`src/rtl/core/pox_pkg.sv`:
```
// shared constants and types for the order crossover core
`default_nettype none

package pox_pkg;

	localparam int GENE_W        = 6;
	localparam int LEN_W         = 7;
	localparam int MAX_GENES_DEF = 64;
	localparam int NUM_GENE_VALS = 1 << GENE_W;

	localparam logic [LEN_W-1:0] LEN_RESET = LEN_W'(64);

	localparam logic KIND_LOAD  = 1'b0;
	localparam logic KIND_START = 1'b1;

	// classified item handed from front to back
	typedef struct packed {
		logic              kind;
		logic              cut_err;
		logic [GENE_W-1:0] pos;
		logic [GENE_W-1:0] gene_a;
		logic [GENE_W-1:0] gene_b;
		logic [GENE_W-1:0] lo;
		logic [GENE_W-1:0] hi;
		logic [LEN_W-1:0]  len;
	} pox_cmd_t;

	// one child result
	typedef struct packed {
		logic [GENE_W-1:0] gene;
		logic [GENE_W-1:0] pos;
		logic              last;
		logic              err;
	} pox_res_t;

endpackage

`default_nettype wire

```
`src/rtl/core/pox_fifo.sv`:
```
// two-entry queue used between front and back and ahead of the result ports
`default_nettype none

module pox_fifo #(
	parameter int WIDTH = 1
) (
	input  logic             clk,
	input  logic             arst_n,
	input  logic             push,
	input  logic [WIDTH-1:0] wdata,
	output logic             full,
	input  logic             pop,
	output logic [WIDTH-1:0] rdata,
	output logic             empty
);

	logic [WIDTH-1:0] slot_q [2];
	logic             wr_ptr_q;
	logic             rd_ptr_q;
	logic [1:0]       cnt_q;
	logic             do_push;
	logic             do_pop;

	assign full    = (cnt_q == 2'd2);
	assign empty   = (cnt_q == 2'd0);
	assign do_push = push && !full;
	assign do_pop  = pop && !empty;
	assign rdata   = slot_q[rd_ptr_q];

	always_ff @(posedge clk) begin
		if (do_push) begin
			slot_q[wr_ptr_q] <= wdata;
		end
	end

	always_ff @(posedge clk or negedge arst_n) begin
		if (!arst_n) begin
			wr_ptr_q <= 1'b0;
			rd_ptr_q <= 1'b0;
			cnt_q    <= 2'd0;
		end else begin
			if (do_push) begin
				wr_ptr_q <= !wr_ptr_q;
			end
			if (do_pop) begin
				rd_ptr_q <= !rd_ptr_q;
			end
			case ({do_push, do_pop})
				2'b10:   cnt_q <= cnt_q + 2'd1;
				2'b01:   cnt_q <= cnt_q - 2'd1;
				default: cnt_q <= cnt_q;
			endcase
		end
	end

endmodule

`default_nettype wire

```
`src/rtl/core/pox_front.sv`:
```
// front end: genome length register, cut checks and item classification
`default_nettype none

module pox_front #(
	parameter int MAX_GENES = pox_pkg::MAX_GENES_DEF
) (
	input  logic                      clk,
	input  logic                      arst_n,
	input  logic                      cfg_valid,
	output logic                      cfg_ready,
	input  logic [pox_pkg::LEN_W-1:0] cfg_data,
	input  logic                      in_take,
	input  logic                      kind,
	input  logic [pox_pkg::GENE_W-1:0] position,
	input  logic [pox_pkg::GENE_W-1:0] first_parent_gene,
	input  logic [pox_pkg::GENE_W-1:0] second_parent_gene,
	input  logic [pox_pkg::GENE_W-1:0] cut_one,
	input  logic [pox_pkg::GENE_W-1:0] cut_two,
	output logic                      cmd_push,
	output pox_pkg::pox_cmd_t         cmd
);

	import pox_pkg::*;

	localparam logic [LEN_W-1:0] MAX_LEN = LEN_W'(MAX_GENES);

	logic [LEN_W-1:0] genome_length_q;
	logic [LEN_W-1:0] len_eff;
	logic             cut_err;
	logic             swap;
	logic             pos_ok;

	assign cfg_ready = 1'b1;

	always_ff @(posedge clk or negedge arst_n) begin
		if (!arst_n) begin
			genome_length_q <= LEN_RESET;
		end else if (cfg_valid) begin
			genome_length_q <= cfg_data;
		end
	end

	always_comb begin
		len_eff = (genome_length_q > MAX_LEN) ? MAX_LEN : genome_length_q;
		cut_err = (LEN_W'(cut_one) >= len_eff) || (LEN_W'(cut_two) >= len_eff);
		swap    = cut_one > cut_two;
		pos_ok  = LEN_W'(position) < MAX_LEN;
	end

	// loads past the store depth are dropped here
	assign cmd_push = in_take && ((kind == KIND_START) || pos_ok);

	always_comb begin
		cmd.kind    = kind;
		cmd.cut_err = cut_err;
		cmd.pos     = position;
		cmd.gene_a  = first_parent_gene;
		cmd.gene_b  = second_parent_gene;
		cmd.lo      = swap ? cut_two : cut_one;
		cmd.hi      = swap ? cut_one : cut_two;
		cmd.len     = len_eff;
	end

endmodule

`default_nettype wire

```
`src/rtl/core/pox_back.sv`:
```
// back end: parent stores, used-gene map and crossover sequencer
`default_nettype none

module pox_back #(
	parameter int MAX_GENES = pox_pkg::MAX_GENES_DEF
) (
	input  logic              clk,
	input  logic              arst_n,
	input  logic              cmd_empty,
	input  pox_pkg::pox_cmd_t cmd,
	output logic              cmd_pop,
	input  logic              res_full,
	output logic              res_push,
	output pox_pkg::pox_res_t res
);

	import pox_pkg::*;

	localparam int AW = (MAX_GENES > 1) ? $clog2(MAX_GENES) : 1;

	localparam logic [2:0] ST_IDLE  = 3'd0;
	localparam logic [2:0] ST_S_RD  = 3'd1;
	localparam logic [2:0] ST_S_EM  = 3'd2;
	localparam logic [2:0] ST_P_RD  = 3'd3;
	localparam logic [2:0] ST_P_EM  = 3'd4;
	localparam logic [2:0] ST_DONE  = 3'd5;
	localparam logic [2:0] ST_ERR   = 3'd6;

	logic [GENE_W-1:0]        p1_mem [MAX_GENES];
	logic [GENE_W-1:0]        p2_mem [MAX_GENES];
	logic [GENE_W-1:0]        p1_rd_q;
	logic [GENE_W-1:0]        p2_rd_q;

	logic [2:0]               state_q;
	logic [AW-1:0]            idx_q;
	logic [AW-1:0]            hi_q;
	logic [LEN_W-1:0]         len_q;
	logic [LEN_W-1:0]         count_q;
	logic [NUM_GENE_VALS-1:0] used_q;
	logic                     pend_valid_q;
	logic [GENE_W-1:0]        pend_gene_q;
	logic [GENE_W-1:0]        pend_pos_q;

	logic [GENE_W-1:0]        gene;
	logic                     take;
	logic                     adv;
	logic [LEN_W-1:0]         count_nxt;
	logic                     p2_end;

	assign cmd_pop = (state_q == ST_IDLE) && !cmd_empty;

	always_ff @(posedge clk) begin
		if (cmd_pop && (cmd.kind == KIND_LOAD)) begin
			p1_mem[cmd.pos[AW-1:0]] <= cmd.gene_a;
			p2_mem[cmd.pos[AW-1:0]] <= cmd.gene_b;
		end
		p1_rd_q <= p1_mem[idx_q];
		p2_rd_q <= p2_mem[idx_q];
	end

	always_comb begin
		gene      = (state_q == ST_S_EM) ? p1_rd_q : p2_rd_q;
		take      = (state_q == ST_S_EM) || ((state_q == ST_P_EM) && !used_q[gene]);
		// a taken gene first flushes the held one, which needs room downstream
		adv       = !take || !pend_valid_q || !res_full;
		count_nxt = count_q + LEN_W'(take);
		p2_end    = (LEN_W'(idx_q) == (len_q - LEN_W'(1))) || (count_nxt >= len_q);
	end

	always_comb begin
		res_push = 1'b0;
		res.gene = pend_gene_q;
		res.pos  = pend_pos_q;
		res.last = 1'b0;
		res.err  = 1'b0;
		unique case (state_q) inside
			ST_S_EM, ST_P_EM: begin
				res_push = take && pend_valid_q && !res_full;
			end
			ST_DONE: begin
				res_push = pend_valid_q && !res_full;
				res.last = 1'b1;
			end
			ST_ERR: begin
				res_push = !res_full;
				res.gene = '0;
				res.pos  = '0;
				res.last = 1'b1;
				res.err  = 1'b1;
			end
			default: begin
				res_push = 1'b0;
			end
		endcase
	end

	always_ff @(posedge clk) begin
		if (take && adv) begin
			pend_gene_q <= gene;
			pend_pos_q  <= count_q[GENE_W-1:0];
		end
	end

	always_ff @(posedge clk or negedge arst_n) begin
		if (!arst_n) begin
			state_q      <= ST_IDLE;
			idx_q        <= '0;
			hi_q         <= '0;
			len_q        <= '0;
			count_q      <= '0;
			used_q       <= '0;
			pend_valid_q <= 1'b0;
		end else begin
			unique case (state_q)
				ST_IDLE: begin
					if (cmd_pop && (cmd.kind == KIND_START)) begin
						if (cmd.cut_err) begin
							state_q <= ST_ERR;
						end else begin
							used_q  <= '0;
							idx_q   <= cmd.lo[AW-1:0];
							hi_q    <= cmd.hi[AW-1:0];
							len_q   <= cmd.len;
							count_q <= '0;
							state_q <= ST_S_RD;
						end
					end
				end
				ST_S_RD: begin
					state_q <= ST_S_EM;
				end
				ST_S_EM: begin
					if (adv) begin
						used_q[gene] <= 1'b1;
						pend_valid_q <= 1'b1;
						count_q      <= count_nxt;
						if (idx_q == hi_q) begin
							idx_q   <= '0;
							state_q <= (count_nxt >= len_q) ? ST_DONE : ST_P_RD;
						end else begin
							idx_q   <= idx_q + AW'(1);
							state_q <= ST_S_RD;
						end
					end
				end
				ST_P_RD: begin
					state_q <= ST_P_EM;
				end
				ST_P_EM: begin
					if (adv) begin
						if (take) begin
							used_q[gene] <= 1'b1;
							pend_valid_q <= 1'b1;
							count_q      <= count_nxt;
						end
						if (p2_end) begin
							state_q <= ST_DONE;
						end else begin
							idx_q   <= idx_q + AW'(1);
							state_q <= ST_P_RD;
						end
					end
				end
				ST_DONE: begin
					if (!res_full) begin
						pend_valid_q <= 1'b0;
						state_q      <= ST_IDLE;
					end
				end
				ST_ERR: begin
					if (!res_full) begin
						state_q <= ST_IDLE;
					end
				end
				default: begin
					state_q <= ST_IDLE;
				end
			endcase
		end
	end

endmodule

`default_nettype wire

```
`src/rtl/core/permutation_order_crossover_core.sv`:
```
// order crossover core: front end, command queue, back end and result queue
//
//   channel   direction  handshake            payload
//   input     in         push / full          kind, position, parent genes, cuts
//   result    out        empty / pop          child_gene, child_position, last_gene, cut_error
//   config    in         cfg_valid/cfg_ready  cfg_data (genome length)
//
// a load is written to the parent stores from the idle state; queued loads drain one
// per cycle while no crossover runs. a crossover reads the store for each scanned
// position, then checks and emits it, after a setup step and before a final transfer.
// reset clears queues, sequencer and used-gene map; parent stores keep no reset.
// a full result queue stalls the back end; the front keeps taking items until
// its two-entry command queue fills.
`default_nettype none

module permutation_order_crossover_core #(
	parameter int MAX_GENES = pox_pkg::MAX_GENES_DEF
) (
	input  logic                       clk,
	input  logic                       arst_n,
	input  logic                       push,
	output logic                       full,
	input  logic                       kind,
	input  logic [pox_pkg::GENE_W-1:0] position,
	input  logic [pox_pkg::GENE_W-1:0] first_parent_gene,
	input  logic [pox_pkg::GENE_W-1:0] second_parent_gene,
	input  logic [pox_pkg::GENE_W-1:0] cut_one,
	input  logic [pox_pkg::GENE_W-1:0] cut_two,
	output logic                       empty,
	input  logic                       pop,
	output logic [pox_pkg::GENE_W-1:0] child_gene,
	output logic [pox_pkg::GENE_W-1:0] child_position,
	output logic                       last_gene,
	output logic                       cut_error,
	input  logic                       cfg_valid,
	output logic                       cfg_ready,
	input  logic [pox_pkg::LEN_W-1:0]  cfg_data
);

	import pox_pkg::*;

	logic     in_take;
	logic     cmd_push;
	pox_cmd_t cmd_in;
	pox_cmd_t cmd_out;
	logic     cmd_full;
	logic     cmd_empty;
	logic     cmd_pop;
	logic     res_push;
	logic     res_full;
	pox_res_t res_in;
	pox_res_t res_out;

	assign full    = cmd_full;
	assign in_take = push && !cmd_full;

	pox_front #(
		.MAX_GENES(MAX_GENES)
	) u_front (
		.clk               (clk),
		.arst_n            (arst_n),
		.cfg_valid         (cfg_valid),
		.cfg_ready         (cfg_ready),
		.cfg_data          (cfg_data),
		.in_take           (in_take),
		.kind              (kind),
		.position          (position),
		.first_parent_gene (first_parent_gene),
		.second_parent_gene(second_parent_gene),
		.cut_one           (cut_one),
		.cut_two           (cut_two),
		.cmd_push          (cmd_push),
		.cmd               (cmd_in)
	);

	pox_fifo #(
		.WIDTH($bits(pox_cmd_t))
	) u_cmd_q (
		.clk   (clk),
		.arst_n(arst_n),
		.push  (cmd_push),
		.wdata (cmd_in),
		.full  (cmd_full),
		.pop   (cmd_pop),
		.rdata (cmd_out),
		.empty (cmd_empty)
	);

	pox_back #(
		.MAX_GENES(MAX_GENES)
	) u_back (
		.clk      (clk),
		.arst_n   (arst_n),
		.cmd_empty(cmd_empty),
		.cmd      (cmd_out),
		.cmd_pop  (cmd_pop),
		.res_full (res_full),
		.res_push (res_push),
		.res      (res_in)
	);

	pox_fifo #(
		.WIDTH($bits(pox_res_t))
	) u_res_q (
		.clk   (clk),
		.arst_n(arst_n),
		.push  (res_push),
		.wdata (res_in),
		.full  (res_full),
		.pop   (pop),
		.rdata (res_out),
		.empty (empty)
	);

	assign child_gene     = res_out.gene;
	assign child_position = res_out.pos;
	assign last_gene      = res_out.last;
	assign cut_error      = res_out.err;

endmodule

`default_nettype wire

```
`config.mk`:
```
export PLATFORM = sky130hd
export DESIGN_NAME = permutation_order_crossover_core
export DESIGN_NICKNAME = d
export VERILOG_FILES = /design/src/rtl/core/pox_pkg.sv /design/src/rtl/core/pox_fifo.sv /design/src/rtl/core/pox_front.sv /design/src/rtl/core/pox_back.sv /design/src/rtl/core/permutation_order_crossover_core.sv
export SDC_FILE = /design/constraint.sdc
export NUM_CORES = 1
export LEC_CHECK = 0
export BUFFER_PORTS_ARGS = -buffer_cell sky130_fd_sc_hd__clkbuf_2
export CORE_ASPECT_RATIO = 0.6
export CORE_UTILIZATION = 32
export DETAILED_ROUTE_END_ITERATION = 12
export GPL_TIMING_DRIVEN = 0
export REMOVE_ABC_BUFFERS = 1
export SYNTH_ARGS = -nofsm -noshare
export SYNTH_HDL_FRONTEND = slang
export SYNTH_HIERARCHICAL = 1
export SYNTH_SLANG_ARGS = --single-unit
```
`constraint.sdc`:
```
create_clock -name clk -period 6.7 [get_ports clk]
set_input_delay 1.34 -clock clk [delete_from_list [all_inputs] [get_ports clk]]
set_output_delay 1.34 -clock clk [all_outputs]
set_load 0.01 [all_outputs]
```
* Yosys cells after proc, flatten, opt, wreduce, memory -nomap -nowiden
Memory sizes are Yosys's and may differ from the RTL's. A register that Yosys moved wholly into a read port is not among the register bits. Index checks and enable logic that the tools add are counted.
Word-level totals: memories kept 4, word-level logic and storage cells 156, bits in registers 121, input port bits 43, output and inout bits 17, RAM bits 874
Operators by class: equal/unequal tests 22, $add $sub $neg 7, bitwise operators 3, mux-type cells 53, reduce and logical (&&, ||, !) cells 44, magnitude comparators 7
Memory list:
- u_back.p1_mem | depth 64, bits a word 6, read ports 1, clocked after memory_dff 1, write ports 1, RTL line pox_back.sv:29 | logic [GENE_W-1:0] p1_mem [MAX_GENES];
- u_back.p2_mem | depth 64, bits a word 6, read ports 1, clocked after memory_dff 1, write ports 1, RTL line pox_back.sv:30 | logic [GENE_W-1:0] p2_mem [MAX_GENES];
- u_cmd_q.slot_q | depth 2, bits a word 39, read ports 1, clocked after memory_dff 0, write ports 1, RTL line pox_fifo.sv:17 | logic [WIDTH-1:0] slot_q [2];
- u_res_q.slot_q | depth 2, bits a word 14, read ports 1, clocked after memory_dff 0, write ports 1, RTL line pox_fifo.sv:17
Operators by type and width (count):
- 64-bit 2-to-1 mux | 5
- 64-bit case mux with 3 select lines | 1
- 64-bit OR | 1
- 6-bit 2-to-1 mux | 9
- 7-bit 2-to-1 mux | 6
- 3-bit 2-to-1 mux | 8
- 7-bit case mux with 3 select lines | 1
- 3-bit case mux with 6 select lines | 1
- 6-bit case mux with 3 select lines | 1
- 6-bit by 7-bit >= comparator with 1-bit output | 2
- 1-bit logical AND | 14
- 1-bit 2-to-1 mux | 14
- 12-bit 2-to-1 mux | 1
- 6-bit AND reduction | 2
- 1-bit logical NOT | 11
- 2-bit != test, second input constant | 5
- 3-bit equality test, second input constant | 3
- 2-bit equality test, second input constant | 4
- 2-bit case mux with 2 select lines | 2
- 7-bit by 1-bit adder with 7-bit output | 1
- 6-bit by 7-bit equality test with 1-bit output | 1
- 7-bit >= comparator | 1
- 7-bit > comparator, second input constant | 1
- 6-bit by 7-bit < comparator with 1-bit output, second input constant | 1
- 24 further kinds | 40

* Longest topological paths before layout
depth in word-level cells 13, gate-level depth with buffers 23, gate-level depth less buffers 20

* Hierarchy
The synthesis kept the hierarchy.
Modules (own cells, without submodules):
- pox_back | area each 35972.0 µm², times used 1, cells an instance 1889, seq. area each 26015.0 µm²
- pox_fifo at u_cmd_q | area each 3007.9 µm², times used 1, cells an instance 139, seq. area each 2442.3 µm²
- pox_fifo at u_res_q | area each 1256.2 µm², times used 1, cells an instance 62, seq. area each 940.9 µm²
- pox_front | area each 1031.0 µm², times used 1, cells an instance 113, seq. area each 176.4 µm²
- permutation_order_crossover_core | area each 13.8 µm², times used 1, cells an instance 1, seq. area each 0.0 µm²

* Worst setup path before layout
No wires, ideal clock.
path kind register to register, from register u_back.state_q[1], to register u_back.idx_q[0], slack 2236 ps, path buffers 3, library setup time 125 ps, required time 6575 ps, cell stages (with the launch flop) 23, arrival time 4339 ps, clock period less this slack 4464 ps, cell sequence dfrtp_1 -> buf_2 -> nor3b_1 -> buf_2 -> mux2i_2 -> buf_2 -> mux2i_1 -> o32ai_1 -> o211ai_1 -> nand4_1 -> nand2_1 -> ha_1 -> ha_1 -> nand3_1 -> xnor2_1 -> ha_1 -> nand2_1 -> o21a_1 -> o211a_1 -> nand2_1 -> a21oi_1 -> nor2_2 -> mux2_2
On the way: longest elaborated chain between the ends 12, elaborated cells between the ends (all ways) 25, those cells by class 1 x add/sub; 1 x order compare; 7 x eq/ne; 4 x mux; 12 x reduce/logical
RTL lines:
- from (decl) | RTL line pox_back.sv:34 | logic [2:0] state_q;
- from (signal assigned) | RTL line pox_back.sv:139 | state_q <= (count_nxt >= len_q) ? ST_DONE : ST_P_RD;
- 3-bit by 2-bit equality test with 1-bit output | RTL line pox_back.sv:62, pox_back.sv:63, pox_back.sv:114
- 6-bit 2-to-1 mux | RTL line pox_back.sv:62 | gene = (state_q == ST_S_EM) ? p1_rd_q : p2_rd_q;
- 1-bit binary-select mux with 6-bit select | RTL line pox_back.sv:63 | take = (state_q == ST_S_EM) || ((state_q == ST_P_EM) && !used_q[gene]);
- 1-bit 2-to-1 mux (implied by the code) | RTL line pox_back.sv:63
- 1-bit logical NOT | RTL line pox_back.sv:63
- 1-bit logical AND | RTL line pox_back.sv:63
- 1-bit logical OR | RTL line pox_back.sv:63
- 7-bit by 1-bit adder with 7-bit output / 1-bit logical NOT (equally long branches) | RTL line pox_back.sv:66, pox_back.sv:65
- 7-bit >= comparator / 1-bit logical OR (equally long branches) | RTL line pox_back.sv:67, pox_back.sv:65
- 1-bit logical OR (on tied branches) | RTL line pox_back.sv:67, pox_back.sv:65
- 2-bit != test (no source line) / 2-bit by 1-bit != test with 1-bit output (equally long branches)
- 6-bit AND reduction (no source line)
- to (signal assigned) | RTL line pox_back.sv:121 | idx_q <= cmd.lo[AW-1:0];
- to (signal assigned) | RTL line pox_back.sv:141 | idx_q <= idx_q + AW'(1);
- to (signal assigned) | RTL line pox_back.sv:159 | idx_q <= idx_q + AW'(1);
- to (decl) | RTL line pox_back.sv:35 | logic [AW-1:0] idx_q;
Parallel ways exist; a longest one is shown, timed or not. The select of a mux whose other input is x is not followed. A chain may end at the register's enable or synchronous reset.

* Worst setup path in the final report
from register u_back.state_q[0], to register u_back.idx_q[0]
Same word-level chain as after synthesis.

==> out/results.tsv <==
metric	value	unit
synth.cell_area	41300	um2
dieArea	130000	um2
clock_skew	0.0251	ns
cp-start-kind	flip-flop	
setup_viol	0	
overflow	0	
switching_share	0.348	
synth.avg_cell_area	18.7	um2
pwr-share-comb	0.350	
cp_top_family	simple AND/OR/NAND/NOR gates	
viasPerCell	5.35	
gp_congestion	0.862	
dieWidth	466	um
finalSetupTns	0	ns
drv_slew	0	
syn_inst	2204	
clockBufferDepth	3	
hold_class	reg2reg	
num_vias	21477	
reg2regPathDepth	21	
grt_usage	0.148	
rsz0062_at_grt	false	
drt-total-wl	97.6	mm
insertion_delay	0.68	ns
cp.required	7.26	ns
drive_above_1_share	0.259	
leakage	15.2	nW
worst_ep_arrival_time	6.90	ns
areaGrowthSynthToFinish	13.0	%
async_flop_share	0.108	
crit_path_cell_trace	or3b_2, buf_12, mux2i_4, buf_6, inv_1, a311oi_1, a211oi_2, nand4_1, nand2_1, ha_1, ha_1, nand3_1, xnor2_1, ha_1, a21oi_1, o21a_1, o211a_1, nand2_1, a21oi_2, nor2_2, mux2_2	
numCtsBuffers	91	
startpoint	u_back/state_q[0]$_DFFE_PN0P_	
total_power	21.4	mW
ys_types	78	
crit_slowest_cell	or3b_2	
grt_max_degree	110	
drt-wirelength-per-cell	24.3	um
vdd_drop_max	0.310	mV
firstDrtPassIters	6	
ant_nets	0	
clkSinkCount	1007	
htree_levels	3	
hold_depth	2	
slew_headroom	0.0367	
core	127000	um2
critPathMaxStageDelay	0.69	ns
worstSetupPathType	reg2reg	
cap_violations	0	
fin_util	0.366	
synth-seq-area-share	0.716	
yosys.area.top_type	edfxtp_1	
outcome	complete, no violations	
drc	0	
fp.dieH	280	um
power_density	459	nW/um2
cts_tree	built	
path_clk_slew	0.06	ns
worstReg2RegStart	u_back/state_q[0]$_DFFE_PN0P_	
seq_power_share	0.408	
ys_warn_count	6	
ys_ff_latch	1007	
drt_iter0_markers	2501	
synth_edf_count	886	
cp-end-kind	flip-flop	
initial_utilization	0.324	
p_int	14.0	mW
max_freq	158	MHz
tightest_slew	1.44	ns
holdCritStartpoint	u_back/used_q[7]$_DFFE_PN0P_	
path_depth	21	
antenna_found_initial	9	
period_needed	6.35	ns
rrSetupSlack	0.35	ns
ys.flop_type	edfxtp_1	
hold_viol	0	
cts_root_buf	clkbuf_16	
path_buf_inv	3	
grt_pass1_vias	20799	
switchingPower	7.46	mW
grt_pass1_wl	142	mm
netlist_top_cells_area	edfxtp_1 64%, mux4_2 14%, dfrtp_1 6.5%	
hold_end	u_back/used_q[7]$_DFFE_PN0P_	
clockPowerShare	0.241	
crit_top_cell	ha_1	
port_buffers	58	
nets	2313	
row_count	101	
path_max_fanout	27	
boundaryPins	60	
timing.final.crit_share	0.947	
timing.rr.end	u_back/idx_q[0]$_DFFE_PN0P_	
hpwl	62.0	mm
netlist.area_leader.share	0.645	
final cells by class:
cell class | instances | area, um2
fillers | 11507 | 80600
flip-flops and latches | 1007 | 29600
multi-input cells | 1009 | 11000
clock buffers | 112 | 2390
well taps | 1699 | 2130
repair buffers | 90 | 867
clock inverters | 55 | 554
inverters | 40 | 155
diodes | 2 | 5.00
layout by cell type (no fill, tap or decap), types with 9 or more instances in the layout:
master	netlist	layout
mux2i_1	40	39
nor3_1	9	9
xnor2_1	16	16
dfrtp_1	108	103
a31oi_1	63	63
a211oi_1	9	9
nor2_2	1	12
xor2_1	13	13
nor3b_1	11	10
buf_12	1	9
mux2_4	9	17
and2_1	20	20
inv_1	38	38
nand2_1	65	65
mux4_2	254	254
a21oi_1	28	26
nand3_1	24	24
ha_1	31	31
nand2b_1	24	24
buf_16	0	10
dfxtp_1	12	12
o21ai_0	20	20
mux2_2	75	67
clkbuf_1	77	20
clkinv_1	1	16
clkbuf_2	0	57
edfxtp_1	886	886
nand3b_1	17	17
nor2_1	181	168
clkbuf_16	0	92
and3_1	11	10
clkinv_2	0	18
how the worst max path moves through the flow:
stage	end
floorplan	u_back/p1_rd_q[0]$_DFF_P_
global placement	u_back/idx_q[0]$_DFFE_PN0P_
detailed placement	u_back/idx_q[0]$_DFFE_PN0P_
CTS	u_back/idx_q[0]$_DFFE_PN0P_
global route	u_back/idx_q[1]$_DFFE_PN0P_
finish	u_back/idx_q[0]$_DFFE_PN0P_
worst min-delay path: stages (launching register included):
cell and delay (ns):
dfrtp_1 0.34, a31oi_1 0.04, nor2_1 0.07
stage by stage:
stage | instances | setup WS, ns | instance area (um2) | hold slack (ns)
3_3_place_gp | 3813 | -6.19 | 43000 | 0.473
6_report | 4014 | 0.354 | 46600 | 0.494
4_1_cts | 3999 | 0.00191 | 46400 | 0.495
5_1_grt | 4012 | 0.0831 | 46600 | 0.509
3_5_place_dp | 3832 | -0.427 | 43500 | 0.482
2_1_floorplan | 2056 | -2.44 | 40600 | 0.453
metal layers:
layer	GRT usage	vias up	routed length, um
met5	0	-	13
li1	-	8903	-
met2	0.203	1030	40300
met4	0.0311	2	1600
met3	0.0364	134	9720
met1	0.234	11408	45900
Yosys cell counts, types with 11 or more instances:
library cell / n
nand3_1: 24
nor2_1: 181
nor3b_1: 11
mux4_2: 254
nand3b_1: 17
ha_1: 31
a31oi_1: 63
and3_1: 11
xnor2_1: 16
dfxtp_1: 12
and2_1: 20
mux2_2: 75
buf_4: 31
buf_1: 25
buf_2: 11
nand2b_1: 24
o21ai_0: 20
inv_1: 38
edfxtp_1: 886
clkbuf_1: 77
nand2_1: 65
dfrtp_1: 108
xor2_1: 13
a21oi_1: 28
mux2i_1: 40
state kept, by name, summed over array words and instances (netlist names), 7 cells and up:
| name | count |
|---|---|
| u_back/p1_mem | 384 |
| u_cmd_q/slot_q | 78 |
| u_res_q/slot_q | 28 |
| u_back/p2_mem | 384 |
| u_back/len_q | 7 |
| u_back/used_q | 64 |
| u_back/count_q | 7 |
| u_front/genome_length_q | 7 |
power groups by stage:
stage               combinational [mW]  clock, mW  sequential, mW
floorplan                         4.81          0            8.98
global placement                  6.52          0            9.33
detailed placement                7.32          0            8.88
CTS                               7.36       5.30            8.76
global route                      7.95       5.53            8.81
finish                            7.50       5.17            8.75
cell families (layout without fill, tap and decap cells):
group | count (synthesis) | in the layout | share of synthesized area
multiplexers | 380 | 380 | 0.173
AND/OR/NAND/NOR | 389 | 389 | 0.0447
other | 1 | 3 | 0.0000908
adder cells (fa/ha/maj) | 31 | 31 | 0.00940
buffers and inverters | 188 | 297 | 0.0212
XOR/XNOR | 29 | 29 | 0.00615
AO/OA/AOI/OAI | 179 | 179 | 0.0291
flip-flops | 1007 | 1007 | 0.716
repair_timing:
| item | CTS | global route |
|---|---|---|
| hold buffers | 0 | 0 |
| gates cloned | 0 | 0 |
| setup buffers | 0 | 6 |
| resized for setup | 2 | 3 |
| pin swaps | 0 | 0 |
| setup endpoints to repair | 6 | 6 |
(Power assumes the default switching activity.)
